## config.mk

```make
export PLATFORM = sky130hd
export DESIGN_NAME = f2dc_queue
export DESIGN_NICKNAME = d
export VERILOG_FILES = /design/src/rtl/f2dc_pkg.sv /design/src/rtl/f2dc_queue.sv
export SDC_FILE = /design/constraint.sdc
export NUM_CORES = 1
export LEC_CHECK = 0
export ABC_AREA = 1
export ABC_CLOCK_PERIOD_IN_PS = 7200
export BUFFER_PORTS_ARGS = -buffer_cell sky130_fd_sc_hd__buf_2
export CORE_ASPECT_RATIO = 1.2
export CORE_MARGIN = 2
export CORE_UTILIZATION = 25
export CTS_CLUSTER_DIAMETER = 150
export CTS_CLUSTER_SIZE = 24
export DETAILED_ROUTE_END_ITERATION = 6
export PLACE_DENSITY = 0.45
export SLEW_MARGIN = 20
export SYNTH_ARGS = -nofsm -noshare
export SYNTH_HDL_FRONTEND = slang
export SYNTH_SLANG_ARGS = --single-unit
```

## constraint.sdc

```tcl
create_clock -name clk_i -period 7.2 [get_ports clk_i]
set_input_delay 1.44 -clock clk_i [delete_from_list [all_inputs] [get_ports clk_i]]
set_output_delay 1.44 -clock clk_i [all_outputs]
set_load 0.01 [all_outputs]
```

## src/rtl/f2dc_pkg.sv

```systemverilog
package f2dc_pkg;

  localparam int unsigned VALUE_W       = 32;
  localparam int unsigned CHAR_W        = 8;
  localparam int unsigned FRAC_DIGITS_W = 4;
  localparam int unsigned FRAC_W        = 64;
  localparam int unsigned MANT_W        = 24;
  localparam int unsigned EXP_W         = 8;

  localparam int unsigned MAX_FRAC_DIGITS_DEF = 9;
  localparam logic [FRAC_DIGITS_W-1:0] FRAC_DIGITS_RESET = 4'd2;

  // Integer part digits of a 32-bit value
  localparam int unsigned INT_DIGITS  = 10;
  localparam int unsigned DIG_CNT_W   = 4;

  localparam int unsigned QUEUE_DEPTH = 2;

  localparam logic [VALUE_W-1:0] SAT_INT     = 32'hFFFF_FFFF;
  // floor(x / 10) == (x * RECIP_TEN) >> DIV_SHIFT for every 32-bit x
  localparam logic [VALUE_W-1:0] RECIP_TEN   = 32'hCCCC_CCCD;
  localparam int unsigned        DIV_SHIFT   = 35;

  localparam logic [EXP_W-1:0] EXP_ALL_ONES   = 8'hFF;
  localparam logic [EXP_W-1:0] EXP_SUBNORMAL  = 8'd1;
  // Biased exponent at which the mantissa LSB has weight one
  localparam logic [EXP_W-1:0] EXP_UNIT       = 8'd150;
  // Largest exponent whose integer part still fits in 32 bits
  localparam logic [EXP_W-1:0] EXP_INT_MAX    = 8'd158;
  localparam logic [EXP_W-1:0] FRAC_SHIFT_MAX = 8'd64;

  localparam logic [CHAR_W-1:0] CHAR_ZERO  = 8'h30;
  localparam logic [CHAR_W-1:0] CHAR_MINUS = 8'h2D;
  localparam logic [CHAR_W-1:0] CHAR_POINT = 8'h2E;

  // Classified value: sign to print, integer part, fraction scaled by 2^64
  typedef struct packed {
    logic               neg;
    logic [VALUE_W-1:0] ipart;
    logic [FRAC_W-1:0]  frac;
  } item_t;

endpackage

```

## src/rtl/f2dc_queue.sv

```systemverilog
module f2dc_queue (
  input  logic            clk_i,
  input  logic            rst_ni,
  input  logic            push_i,
  input  f2dc_pkg::item_t push_item_i,
  output logic            push_ready_o,
  input  logic            pop_i,
  output logic            pop_valid_o,
  output f2dc_pkg::item_t pop_item_o
);

  localparam int unsigned Depth = f2dc_pkg::QUEUE_DEPTH;
  localparam int unsigned PtrW  = (Depth > 1) ? $clog2(Depth) : 1;
  localparam int unsigned CntW  = $clog2(Depth + 1);

  f2dc_pkg::item_t mem_q [Depth];
  logic [PtrW-1:0] wptr_q, wptr_d, rptr_q, rptr_d;
  logic [CntW-1:0] cnt_q, cnt_d;

  assign push_ready_o = (cnt_q != CntW'(Depth));
  assign pop_valid_o  = (cnt_q != '0);
  assign pop_item_o   = mem_q[rptr_q];

  always_comb begin
    wptr_d = wptr_q;
    rptr_d = rptr_q;
    cnt_d  = cnt_q;
    if (push_i) begin
      wptr_d = (wptr_q == PtrW'(Depth - 1)) ? '0 : wptr_q + 1'b1;
    end
    if (pop_i) begin
      rptr_d = (rptr_q == PtrW'(Depth - 1)) ? '0 : rptr_q + 1'b1;
    end
    if (push_i && !pop_i) begin
      cnt_d = cnt_q + 1'b1;
    end else if (pop_i && !push_i) begin
      cnt_d = cnt_q - 1'b1;
    end
  end

  always_ff @(posedge clk_i or negedge rst_ni) begin
    if (!rst_ni) begin
      wptr_q <= '0;
      rptr_q <= '0;
      cnt_q  <= '0;
    end else begin
      wptr_q <= wptr_d;
      rptr_q <= rptr_d;
      cnt_q  <= cnt_d;
    end
  end

  always_ff @(posedge clk_i) begin
    if (push_i) begin
      mem_q[wptr_q] <= push_item_i;
    end
  end

endmodule

```

# Yosys cells after proc, flatten, opt, wreduce, memory -nomap -nowiden
# Memories as Yosys holds them, arrays and structs flattened.
# Cells that the tools add are included.
# op_classes
n_addsub	4
eq_ne	1
n_mux	6
reduce_logical	6
# op_table
operator	n
two-way mux 1 bit	4
two-way mux 2 bit	2
nonzero test 2 bit	2
adder 1 bit, second input constant	2
adder 2 x 1 -> 2 bit, second input constant	1
logical AND 1 bit	2
zero test 1 bit	2
!= test 2 bit, second input constant	1
subtractor 2 x 1 -> 2 bit, second input constant	1
# totals
ff_bits	4
ram_bits	194
inputBits	101
output_inout_bits	99
word_cells	21
memories	1
# mem_list
memory	depth	width	rd	rd_clocked_by_memory_dff	wr	line	text
mem_q	2	97	1	0	1	f2dc_queue.sv:16	f2dc_pkg::item_t mem_q [Depth];

# Longest topological paths before layout
# depth
depth_word	4
mapped_depth	7
ltp_nobuf	7

# Worst setup path before layout
# Ideal clock, no wire load.
# synth_path
path_kind	input port to flip-flop
startpoint	input push_i
endpoint	memory mem_q[0][0] (netlist bit) (enable)
setup_ns	0.556
t_arrival_ns	5.541
required_time_ns	6.644
setup_slack_ns	1.103
stages	2
n_path_buf	0
path_cell_list	inv_1 -> nor2_1
# synth_between
elab_chain_cells	2
# synth_lines
item	line	text
start, declared	f2dc_queue.sv:4	input logic push_i,
two-way mux 1 bit	f2dc_queue.sv:54	if (push_i) begin
two-way mux 1 bit (implied by the code)	f2dc_queue.sv:55	mem_q[wptr_q] <= push_item_i;
end, declared	f2dc_queue.sv:16	
# No other way between the ends.

==> impl_metrics.yaml <==
run_status:
  status: "completed"
power:
  p_comb_frac: 0.272
  peakVddDrop_v: 0.0002394
  leakagePower_nw: 3.497
  powerDensity_nw_per_um2: 383.2
  p_int_w: 0.002519
  netSwitchingFraction: 0.2943
  p_clk_frac: 0.268
  power_frac_seq: 0.460
  p_sw_w: 0.001051
routing:
  route.detailed.drc: 0
  wirelength_um: 15070
  vias: 3668
  first_pass_iters: 4
  drt.antenna.violating_nets: 0
  avgViaCountPerCell: 3.910
  wl_per_cell_um: 16.07
  drt_iter0_drc: 166
clock_tree:
  cts.repair.resized: 0
  root_buffer: "clkbuf_16"
  clk_path_buf_depth: 2
  h-tree-depth: 4
  cts-hold-fix-buffers: 0
  worst_skew_pair.late_latency_ns: 0.43
  cts.clk_slew.worst_paths_ns: 0.08
  post-cts-setup-buffers: 0
  clock-sinks: 198
  cts_buffers: 17
  cts_tree: "done"
die:
  rows: 68
  initial_utilization: 0.2539
  io_pins: 200
  fp.dieH_um: 190.9
  core_area_um2: 28670
  die_area_um2: 30500
  dieWidth_um: 159.8
logic_synthesis:
  yosysUniqueCellTypes: 14
  synth.avg_cell_area_um2: 22.26
  yosysWarnings: 0
  netlist_top_cells_count: "194 x edfxtp_1, 77 x mux2_2, 20 x mux2_4"
  synth-edff-count: 194
  ys_top_cells_by_area: "edfxtp_1 80%, mux2_2 12%, mux2_4 4.1%"
  synth_flop_cell: "edfxtp_1"
  yosysMostFrequentCell: "edfxtp_1"
  synthCells: 327
  ys_seq_area_frac: 0.8140
  mappedNetlistArea_um2: 7279
  synth_area_leader_cell: "edfxtp_1"
  ys_ff_latch: 198
  syn_nets: 429
  synth_top_cell_area_share: 0.8003
  synthArstFlopShare: 0.02020
placed_design:
  io_buffers: 199
  gp_congestion: 0.6924
  place_ws_ns: 3.418
  hpwlAfterDp_um: 9611
  post_dp_cell_area_um2: 8721
timing:
  holdWs_ns: 0.5079
  fin_crit_ns: 4.214
  worst_pin_slew_ns: 0.8563
  finalMaxSlewViolations: 0
  setup_slack_ns: 2.986
  fin_skew_ns: 0.01217
  rsz0062_at_grt: "no"
  setup_tns_ns: 0
  finalSetupViolCount: 0
  slew_headroom: 0.4292
  fin_crit_sh: 0.5852
  hold_viol_final: 0
  fmax_ghz: 0.2373
grt:
  grt_usage: 0.09799
  grt_overflow: 0
  grt_pass1_vias: 4018
  grt_max_degree: 59
  antenna_found_initial: 2
  grt_pass1_wl_um: 22180
setup_path:
  cp.required_ns: 5.76
  startpoint: "rptr_q"
  reg2reg_from: "wptr_q"
  rr_worst_depth: 3
  slowest_stage: "dfrtp_4"
  crit_chain: "buf_4 > mux2_2 > buf_2"
  cp-start-kind: "register"
  critical_path_class: "register to primary output"
  slowest_delay_ns: 0.93
  crit_fanout: 50
  arrival_ns: 2.77
  critPathCaptureType: "primary output"
final_layout:
  nets: 640
  final_core_util: 0.3249
  area_growth_pct: 27.96
  drive_gt1_frac: 0.6080
  final_area_um2: 9315
worst_hold_path:
  hold_path.class: "register to register"
  holdPathStages: 1
  hold_start: "cnt_q[0]"
flow_run:
  cap_violations: 0
==> cell families (layout without fill, tap and decap cells) <==
logic type,after synthesis,in the layout,synth area share
DFF,198,198,0.8140
other,0,2,0
adders and majority gates,1,1,0.001719
muxes,97,97,0.1604
xor gates and xnor gates,3,3,0.003610
buffers and inverters,18,242,0.01461
and+or+nand+nor,10,10,0.005672
==> power groups by stage <==
stage | Combinational [W] | Sequential [W] | Clock (W)
after floorplan | 0.000685 | 0.00161 | 0
after global placement | 0.000992 | 0.00166 | 0
after detailed placement | 0.00100 | 0.00167 | 0
after CTS | 0.00100 | 0.00165 | 0.00100
after global routing | 0.00105 | 0.00167 | 0.00104
final | 0.000971 | 0.00164 | 0.000955
==> flip-flops by register name, indices dropped and copies added, names as in the netlist <==
register,flops
mem_q,194
rptr_q,1
wptr_q,1
cnt_q,2
==> worst max-delay path: cells and delay by family, from the launching register on <==
| family | cells | cell delay (ns) |
|---|---|---|
| buffers and inverters | 2 | 0.88 |
| multiplexers | 1 | 0.42 |
| flip-flops | 1 | 0.93 |
==> cells in the final DEF (no fill, tap or decap) <==
| cell type | n |
|---|---|
| xor2_1 | 2 |
| inv_1 | 6 |
| mux2_2 | 77 |
| clkinv_4 | 2 |
| buf_2 | 199 |
| nand4_1 | 1 |
| bufinv_16 | 2 |
| inv_6 | 7 |
| dfrtp_4 | 1 |
| ha_1 | 1 |
| clkinv_2 | 2 |
| xnor2_1 | 1 |
| mux2_4 | 20 |
| nor2_4 | 1 |
| clkinvlp_4 | 2 |
| edfxtp_1 | 194 |
| clkbuf_16 | 17 |
| dfrtp_1 | 3 |
| buf_4 | 4 |
| nand2_1 | 7 |
| nand3_1 | 1 |
| inv_4 | 1 |
| diode_2 | 2 |
==> final timing paths <==
path	slack [ns]	end
setup / recovery	2.99	pop_item_o[25]
hold / removal	0.51	cnt_q[0]
setup reg to reg	4.95	mem_q[0][39]
hold reg to reg	0.51	cnt_q[0]
max in group asynchronous	6.26	rptr_q
min in group asynchronous	0.80	cnt_q[0]
==> layout make-up <==
| class | count | area [um^2] |
|---|---|---|
| antenna | 2 | 5.005 |
| fill | 2816 | 19360 |
| timing repair buffer | 203 | 1026 |
| multi-input combinational | 111 | 1255 |
| sequential | 198 | 5929 |
| clock buffer | 17 | 425.4 |
| inverter | 7 | 28.78 |
| clock inverter | 15 | 163.9 |
| tap | 385 | 481.7 |
==> per-layer routing <==
layer  vias to the layer above  share of wire  track usage
met5                         -              0            0
met4                         0          0.013      0.03846
met3                         9          0.072      0.04036
met2                       119           0.53       0.1753
met1                      1831           0.39       0.1027
li1                       1709              -            -
==> per-stage QoR <==
step / power (W) / instances
floorplan: 0.002299 / 327
CTS: 0.003657 / 936
global placement: 0.002654 / 904
finish: 0.003570 / 938
global route: 0.003765 / 936
detailed placement: 0.002676 / 904
No activity file was read; power rests on OpenSTA's default activity.
