### config.mk
export PLATFORM = sky130hd
export DESIGN_NAME = f2dc_front
export DESIGN_NICKNAME = d
export VERILOG_FILES = /design/src/rtl/f2dc_pkg.sv /design/src/rtl/f2dc_front.sv
export SDC_FILE = /design/constraint.sdc
export NUM_CORES = 1
export LEC_CHECK = 0
export BUFFER_PORTS_ARGS = -buffer_cell sky130_fd_sc_hd__buf_4
export CAP_MARGIN = 25
export CORE_ASPECT_RATIO = 1.4
export CORE_MARGIN = 10
export CORE_UTILIZATION = 40
export DETAILED_ROUTE_END_ITERATION = 10
export GPL_ROUTABILITY_DRIVEN = 0
export PLACE_DENSITY = 0.74
export SLEW_MARGIN = 20
export SYNTH_ARGS = -nofsm -noshare
export SYNTH_HDL_FRONTEND = slang
export SYNTH_SLANG_ARGS = --single-unit
### constraint.sdc
create_clock -name vclk -period 8.07
set_clock_uncertainty 0.05 [all_clocks]
set_input_delay 2.421 -clock vclk [all_inputs]
set_output_delay 2.421 -clock vclk [all_outputs]
set_load 0.1 [all_outputs]
### src/rtl/f2dc_pkg.sv
package f2dc_pkg;

  localparam int unsigned VALUE_W       = 32;
  localparam int unsigned CHAR_W        = 8;
  localparam int unsigned FRAC_DIGITS_W = 4;
  localparam int unsigned FRAC_W        = 64;
  localparam int unsigned MANT_W        = 24;
  localparam int unsigned EXP_W         = 8;

  localparam int unsigned MAX_FRAC_DIGITS_DEF = 9;
  localparam logic [FRAC_DIGITS_W-1:0] FRAC_DIGITS_RESET = 4'd2;

  // Integer part digits of a 32-bit value
  localparam int unsigned INT_DIGITS  = 10;
  localparam int unsigned DIG_CNT_W   = 4;

  localparam int unsigned QUEUE_DEPTH = 2;

  localparam logic [VALUE_W-1:0] SAT_INT     = 32'hFFFF_FFFF;
  // floor(x / 10) == (x * RECIP_TEN) >> DIV_SHIFT for every 32-bit x
  localparam logic [VALUE_W-1:0] RECIP_TEN   = 32'hCCCC_CCCD;
  localparam int unsigned        DIV_SHIFT   = 35;

  localparam logic [EXP_W-1:0] EXP_ALL_ONES   = 8'hFF;
  localparam logic [EXP_W-1:0] EXP_SUBNORMAL  = 8'd1;
  // Biased exponent at which the mantissa LSB has weight one
  localparam logic [EXP_W-1:0] EXP_UNIT       = 8'd150;
  // Largest exponent whose integer part still fits in 32 bits
  localparam logic [EXP_W-1:0] EXP_INT_MAX    = 8'd158;
  localparam logic [EXP_W-1:0] FRAC_SHIFT_MAX = 8'd64;

  localparam logic [CHAR_W-1:0] CHAR_ZERO  = 8'h30;
  localparam logic [CHAR_W-1:0] CHAR_MINUS = 8'h2D;
  localparam logic [CHAR_W-1:0] CHAR_POINT = 8'h2E;

  // Classified value: sign to print, integer part, fraction scaled by 2^64
  typedef struct packed {
    logic               neg;
    logic [VALUE_W-1:0] ipart;
    logic [FRAC_W-1:0]  frac;
  } item_t;

endpackage

### src/rtl/f2dc_front.sv
module f2dc_front (
  input  logic                         in_valid_i,
  input  logic [f2dc_pkg::VALUE_W-1:0] value_bits_i,
  output logic                         in_stall_o,
  output logic                         push_o,
  output f2dc_pkg::item_t              push_item_o,
  input  logic                         push_ready_i
);

  logic                        sign;
  logic [f2dc_pkg::EXP_W-1:0]  expf;
  logic [f2dc_pkg::MANT_W-2:0] man;
  logic [f2dc_pkg::MANT_W-1:0] mant;
  logic [f2dc_pkg::EXP_W-1:0]  exp_eff;
  logic [f2dc_pkg::EXP_W-1:0]  nbits;
  logic [f2dc_pkg::EXP_W-1:0]  shl;
  logic [f2dc_pkg::MANT_W+f2dc_pkg::FRAC_W-1:0] wide;
  f2dc_pkg::item_t             item;

  assign sign    = value_bits_i[31];
  assign expf    = value_bits_i[30:23];
  assign man     = value_bits_i[22:0];
  assign mant    = {(expf != '0), man};
  assign exp_eff = (expf == '0) ? f2dc_pkg::EXP_SUBNORMAL : expf;
  assign nbits   = f2dc_pkg::EXP_UNIT - exp_eff;
  assign shl     = exp_eff - f2dc_pkg::EXP_UNIT;
  assign wide    = {mant, {f2dc_pkg::FRAC_W{1'b0}}} >> nbits[5:0];

  always_comb begin
    item.neg   = sign;
    item.ipart = '0;
    item.frac  = '0;
    if (expf == f2dc_pkg::EXP_ALL_ONES) begin
      // infinity keeps its sign, NaN drops it
      item.ipart = f2dc_pkg::SAT_INT;
      item.neg   = sign & (man == '0);
    end else if (expf == '0 && man == '0) begin
      item.neg = 1'b0;
    end else if (exp_eff >= f2dc_pkg::EXP_UNIT) begin
      if (exp_eff > f2dc_pkg::EXP_INT_MAX) begin
        item.ipart = f2dc_pkg::SAT_INT;
      end else begin
        item.ipart = {8'd0, mant} << shl[3:0];
      end
    end else if (nbits < f2dc_pkg::FRAC_SHIFT_MAX) begin
      item.ipart = {8'd0, wide[f2dc_pkg::MANT_W+f2dc_pkg::FRAC_W-1:f2dc_pkg::FRAC_W]};
      item.frac  = wide[f2dc_pkg::FRAC_W-1:0];
    end
    // values below 2^-40 fall through here and print as all-zero digits
  end

  assign in_stall_o  = !push_ready_i;
  assign push_o      = in_valid_i && push_ready_i;
  assign push_item_o = item;

endmodule

==> After elaboration in Yosys (flattened, before gate mapping) <==
Index checks and enable logic that the tools add are counted.
{ "classes": {"n_addsub": 2, "n_lt_le_gt_ge": 3, "n_eq_ne": 1, "n_shift": 2, "mux": 9, "bitwise": 1, "reduce_logical": 6} }
{ "op_table": {"columns": ["operator", "n"], "rows": [
  ["two-way mux 64 bit", 2],
  ["two-way mux 96 bit", 1],
  ["two-way mux 88 bit", 1],
  ["right shift 88 x 6 -> 88 bit", 1],
  ["two-way mux 32 bit", 2],
  ["two-way mux 33 bit", 1],
  ["<< shifter 24 x 4 -> 32 bit", 1],
  ["logical NOT 23 bit", 1],
  ["equality test 8 bit (second input constant)", 1],
  [">= comparator 8 bit (second input constant)", 1],
  ["greater-than comparator 8 bit (second input constant)", 1],
  ["logical NOT 8 bit", 1],
  ["< comparator 8 x 7 -> 1 bit (second input constant)", 1],
  ["two-way mux 8 bit", 1],
  ["nonzero test 8 bit", 1],
  ["subtractor 8 bit (first input constant)", 1],
  ["subtractor 4 x 3 -> 4 bit (second input constant)", 1],
  ["logical AND 1 bit", 2],
  ["bitwise AND 1 bit", 1],
  ["logical NOT 1 bit", 1],
  ["two-way mux 1 bit", 1]
]} }
{ "word_totals": {"register_bits": 0, "input_bits": 34, "output_inout_bits": 99, "elab_cells": 24} }

==> Longest topological paths before layout <==
Gate-level depths: netlist of the first run.
{ "logic_depth": {"word_depth": 8, "depth_mapped": 15, "depth_no_buf": 8} }

==> Worst setup path after synthesis of the first run <==
OpenSTA, ideal clock, no wires.
{ "synth_path": {"path_kind": "in2out", "from": "input value_bits_i[24] (netlist bit)", "to": "output push_item_o[83] (netlist bit)", "t_arrival_ns": 7.841, "t_required_ns": 5.599, "path_slack_ns": -2.242, "path_stages": 15, "path_buffers": 7, "path_cell_list": "buf_2 -> buf_2 -> clkbuf_1 -> buf_1 -> clkbuf_1 -> ha_1 -> or4b_1 -> o2111ai_1 -> and2_1 -> mux2_2 -> buf_4 -> nor2_2 -> buf_4 -> nand3_1 -> a222oi_1"} }
{ "synth_lines": {"columns": ["element", "line", "rtl"], "rows": [
  ["from (decl)", "f2dc_front.sv:3", "input logic [f2dc_pkg::VALUE_W-1:0] value_bits_i,"],
  ["to (decl)", "f2dc_front.sv:6", "output f2dc_pkg::item_t push_item_o,"]
]} }

==> results of run 1 <==
-- placed cells by master (no fill, tap or decap), types with 10 or more instances in the layout --
cell type / Yosys / layout
mux2_2: 19 / 18
nand3_1: 34 / 33
o21ai_0: 45 / 39
o22ai_4: 0 / 13
nor2_4: 1 / 18
a21oi_1: 56 / 48
and3_1: 16 / 14
o21ai_4: 1 / 11
mux2i_1: 55 / 55
o21a_1: 10 / 10
nor3_1: 17 / 16
nand2_1: 80 / 79
nor2_1: 83 / 65
buf_4: 6 / 191
a31oi_1: 18 / 15
-- worst paths after layout --
path | slack (ns) | cells after the start | end
max | 0.16 | 10 | push_item_o[39]
min | 5.12 | 3 | in_stall_o
-- kinds of logic after synthesis --
logic type                 after synthesis  synth area share
other                                    1          0.000798
xor gates and xnor gates                 7            0.0146
muxes                                   83             0.206
adders and majority gates                2           0.00532
buffers and inverters                   87            0.0822
AOI/OAI and AO/OA                      270             0.403
and+or+nand+nor                        286             0.288
-- routing by layer --
layer / up-vias / GRT usage / share of wire
met5: - / 0 / 0
met4: 0 / 0.176 / 0.075
met3: 120 / 0.0390 / 0.084
met2: 497 / 0.454 / 0.48
met1: 3160 / 0.297 / 0.36
li1: 3041 / - / -
-- cells in the mapped netlist (4+ instances only) --
cell type and number:
o21ai_1 5, a22o_1 8, nor3_1 17, and3_1 16
o211ai_1 7, o2bb2ai_1 5, a222oi_1 4, a311oi_1 4
mux2i_1 55, o22ai_1 18, o221a_2 6, a211oi_1 8
a21o_1 7, and2_1 11, clkbuf_1 48, o21a_1 10
a211o_1 4, o21ai_0 45, nor4_1 6, nor2_1 83
nand2_1 80, a21oi_1 56, mux4_2 9, a22oi_1 5
mux2_2 19, a31o_2 4, buf_2 18, a221oi_1 5
nand2b_1 7, o221ai_1 14, nor2b_1 7, a31oi_1 18
buf_4 6, or3_1 9, inv_1 9, nand3_1 34
-- area by class of cell --
type	instances	area, µm²	area share
Multi-Input combinational cell	649	5240	0.758
Timing Repair Buffer	192	1450	0.210
Tap cell	144	180	0.0261
Inverter	10	37.5	0.00543
-- through the flow --
stage	setup WS, ns	area [µm²]
after floorplan	-1.59	5660
after global placement	0.233	6920
after detailed placement	0.243	6920
after CTS	0.223	6920
after global routing	0.0623	6920
final	0.158	6920
-- worst max-delay path: stages --
cell	delay, ns
buf_4	0.14
buf_4	0.27
and3b_1	0.31
nor2_4	0.36
mux2i_1	0.35
mux2i_1	0.21
mux4_2	0.55
a21oi_2	0.42
o22ai_4	0.13
buf_4	0.26
-- report_power, final --
| part | total (mW) | internal [mW] | switching (mW) |
|---|---|---|---|
| Combinational | 0.842 | 0.240 | 0.602 |
| Clock | 0 | 0 | 0 |
| Sequential | 0 | 0 | 0 |
==> flow_summary_export.csv, run 1 <==
group,metric,value,unit
worst_hold_path,hold_class,"in2out",
placement,io_buffers,132,
power_and_ir_drop,p_total,0.842,mW
sta,tns,0,ns
clock_network,post_cts_buffers,0,
detailed_routing,first_pass_iters,6,
job,cap_violations,0,
sta,relSlewSlack,0.385,
final_layout,seq_area,0,µm²
floorplanning,ioPinCount,133,
sta,period_minus_slack,7.91,ns
critical_path,worst_setup_path_start_kind,"input pin",
global_routing,grt_overflow,0,
power_and_ir_drop,peakVddDrop,0.0919,mV
clock_network,post_cts_resized,0,
floorplanning,start_util,0.412,
floorplanning,die-area,16500,µm²
logic_synthesis,yosysTopAreaCell,"mux2i_1",
final_layout,seq_cell_count,0,
sta,setup_viol,0,
logic_synthesis,syn-num-nets,772,
critical_path,end_kind,"output pin",
final_layout,num-clock-buffers,0,
critical_path,critical_path_class,"in2out",
status,status,"complete, no violations",
sta,fmax,0.126,GHz
detailed_routing,dr.first_iter.drc_count,831,
critical_path,worst_ep_arrival_time,5.44,ns
logic_synthesis,avgSynthCellArea,6.39,µm²
detailed_routing,antenna_left,0,
final_layout,area_growth_syn_to_layout,47.1,%
detailed_routing,via_per_inst,6.85,
logic_synthesis,ys_warn_count,0,
clock_network,ctsHoldBuffers,0,
power_and_ir_drop,power_density,122,nW/µm²
detailed_routing,wirelength,24100,µm
detailed_routing,post-route-drc-count,0,
detailed_routing,vias,6818,
detailed_routing,wire_per_inst,24.2,µm
critical_path,crit_required,5.60,ns
critical_path,critPathMaxFanout,24,
final_layout,drive_above_1_share,0.404,
sta,finalMaxSlewViolations,0,
final_layout,fill_cells,1034,
logic_synthesis,synth_cell_type_count,79,
final_layout,final_core_util,0.607,
placement,placed_cells,995,
floorplanning,rows,46,
critical_path,crit_start,"value_bits_i[25]",
logic_synthesis,yosysSeqAreaShare,0,
logic_synthesis,ys_top_cells_by_area,"mux2i_1, nor2_1, nand2_1",
floorplanning,coreArea,11400,µm²
floorplanning,die_w,112,µm
final_layout,layout.nets,889,
logic_synthesis,synth.top_cell.area_share,0.117,
sta,finalCritPeriodShare,0.980,
placement,dp_hpwl,19100,µm
global_routing,grt_use_total,0.265,
floorplanning,die_h,148,µm
global_routing,antenna_found_initial,0,
final_layout,antenna_cells,0,
sta,rsz0062_at_grt,"no",
global_routing,grt_max_degree,36,
sta,hold_viol,0,
power_and_ir_drop,p_leak,2.77,nW
global_routing,grt_pass1_vias,6670,
worst_hold_path,worstHoldStart,"push_ready_i",
logic_synthesis,synthCells,736,
sta,tightest_slew,0.918,ns
global_routing,grt_pass1_wl,37100,µm
final_layout,final_cell_count_no_fill,995,
sta,hold_ws,5.12,ns
logic_synthesis,synth.cell_area,4700,µm²
No activity file was read; power rests on OpenSTA's default activity.
==> run 2: changes to the inputs <==
- PLACE_DENSITY: 0.74 -> 0.72
- clock period: 8.07 -> 8 ns (I/O delays scaled with it)
==> run 2 against run 1 <==
Non-clock buffer count is 5 higher; highest routed layer unchanged; hold slack worse by 0.039 ns; critical endpoint is now push_item_o[30]; global-route usage is 0.47 points higher; design area is 0.81% higher; total power is 1.6% higher; first-iteration DRC count is 24% lower.
==> flow_summary_export.csv, run 2 (synthesis results as in run 1) <==
group,metric,value,unit
final_layout,final_area,6970,µm²
sta,period_minus_slack,7.87,ns
global_routing,grt_use_total,0.270,
floorplanning,start_util,0.412,
sta,setup_viol,0,
critical_path,crit_slowest_cell,"xnor2_2",
floorplanning,die-area,16500,µm²
final_layout,antenna_cells,0,
worst_hold_path,worstHoldStart,"push_ready_i",
power_and_ir_drop,peakVddDrop,0.0723,mV
critical_path,worst_path_most_repeated_cell,"buf_4",
sta,rsz0062_at_grt,"no",
sta,hold_ws,5.08,ns
sta,tns,0,ns
final_layout,num-clock-buffers,0,
power_and_ir_drop,p_total,0.855,mW
detailed_routing,first_pass_iters,5,
final_layout,seq_area,0,µm²
final_layout,seq_cell_count,0,
sta,setup_ws,0.133,ns
clock_network,ctsHoldBuffers,0,
placement,dpl-instance-area,6970,µm²
critical_path,critical_path_class,"in2out",
detailed_routing,via_per_inst,6.73,
sta,finalMaxSlewViolations,0,
worst_hold_path,hold_class,"in2out",
floorplanning,rows,46,
detailed_routing,antenna_left,0,
power_and_ir_drop,power_density,123,nW/µm²
sta,tightest_slew,0.885,ns
worst_hold_path,min_path_cells,3,
detailed_routing,dr.first_iter.drc_count,629,
sta,hold_viol,0,
detailed_routing,wirelength,24200,µm
power_and_ir_drop,p_leak,2.79,nW
critical_path,crit_required,5.55,ns
critical_path,critPathMaxFanout,28,
floorplanning,ioPinCount,133,
floorplanning,coreArea,11400,µm²
clock_network,post_cts_buffers,0,
critical_path,worst_ep_arrival_time,5.42,ns
detailed_routing,post-route-drc-count,0,
global_routing,grt_pass1_wl,37300,µm
detailed_routing,wire_per_inst,24.2,µm
worst_hold_path,hold_end,"in_stall_o",
placement,pre_cts_slack,0.221,ns
global_routing,grt_max_degree,39,
placement,placed_cells,1000,
sta,fmax,0.127,GHz
status,status,"complete, no violations",
critical_path,critical-path-max-stage-delay,0.68,ns
critical_path,path_cells,"buf_4 > buf_4 > ha_1 > nand2b_1 > o211ai_4 > xnor2_2 > nor2_1 > a31oi_1 > buf_4 > mux2i_1 > buf_4 > nor2_4 > buf_4",
clock_network,post_cts_resized,0,
sta,finalCritPeriodShare,0.983,
final_layout,fill_cells,1049,
global_routing,antenna_found_initial,0,
final_layout,layout_common_cells,"buf_4, nand2_1, nor2_1",
placement,dp_hpwl,19300,µm
final_layout,final_cell_count_no_fill,1000,
sta,relSlewSlack,0.405,
final_layout,area_growth_syn_to_layout,48.3,%
final_layout,final_core_util,0.612,
job,cap_violations,0,
global_routing,grt_pass1_vias,6573,
final_layout,layout.nets,894,
detailed_routing,vias,6731,
placement,io_buffers,132,
final_layout,drive_above_1_share,0.410,
critical_path,end_kind,"output pin",
final_layout,layout_commonest_cell,"buf_4",
global_routing,grt_overflow,0,
floorplanning,die_w,112,µm
floorplanning,die_h,148,µm
critical_path,worst_setup_path_start_kind,"input pin",
-- run 2: critical path: cells and delay by family --
kind,cells,cell delay (ns)
AO/OA/AOI/OAI,2,0.58
XOR/XNOR,1,0.68
AND/OR/NAND/NOR,3,0.40
adder cells (fa/ha/maj),1,0.21
multiplexers,1,0.10
buffers and inverters,5,1.03
-- run 2: layout make-up --
cell class | count | area [µm²] | area share
multi-input combinational | 649 | 5260 | 0.755
timing repair buffer | 197 | 1490 | 0.214
tap | 144 | 180 | 0.0258
inverter | 10 | 37.5 | 0.00538
-- run 2: worst max path at each step --
stage / start / endpoint / slack [ns] / depth (start not counted)
floorplan: value_bits_i[24] / push_item_o[83] / -1.62 / 15
global placement: value_bits_i[25] / push_item_o[30] / 0.27 / 13
detailed placement: value_bits_i[24] / push_item_o[33] / 0.22 / 10
CTS: value_bits_i[24] / push_item_o[33] / 0.21 / 10
global route: value_bits_i[25] / push_item_o[86] / 0.03 / 11
finish: value_bits_i[25] / push_item_o[30] / 0.13 / 13
-- run 2: routing by layer --
layer / global-route usage / wire, µm
met5: 0 / 0
met4: 0.195 / 1970
met2: 0.453 / 11400
met3: 0.0499 / 2300
met1: 0.298 / 8500
-- run 2: power breakdown --
group / leakage, nW / internal, mW / switching (mW) / total [mW]
combinational: 2.79 / 0.246 / 0.609 / 0.855
sequential: 0 / 0 / 0 / 0
clock: 0 / 0 / 0 / 0
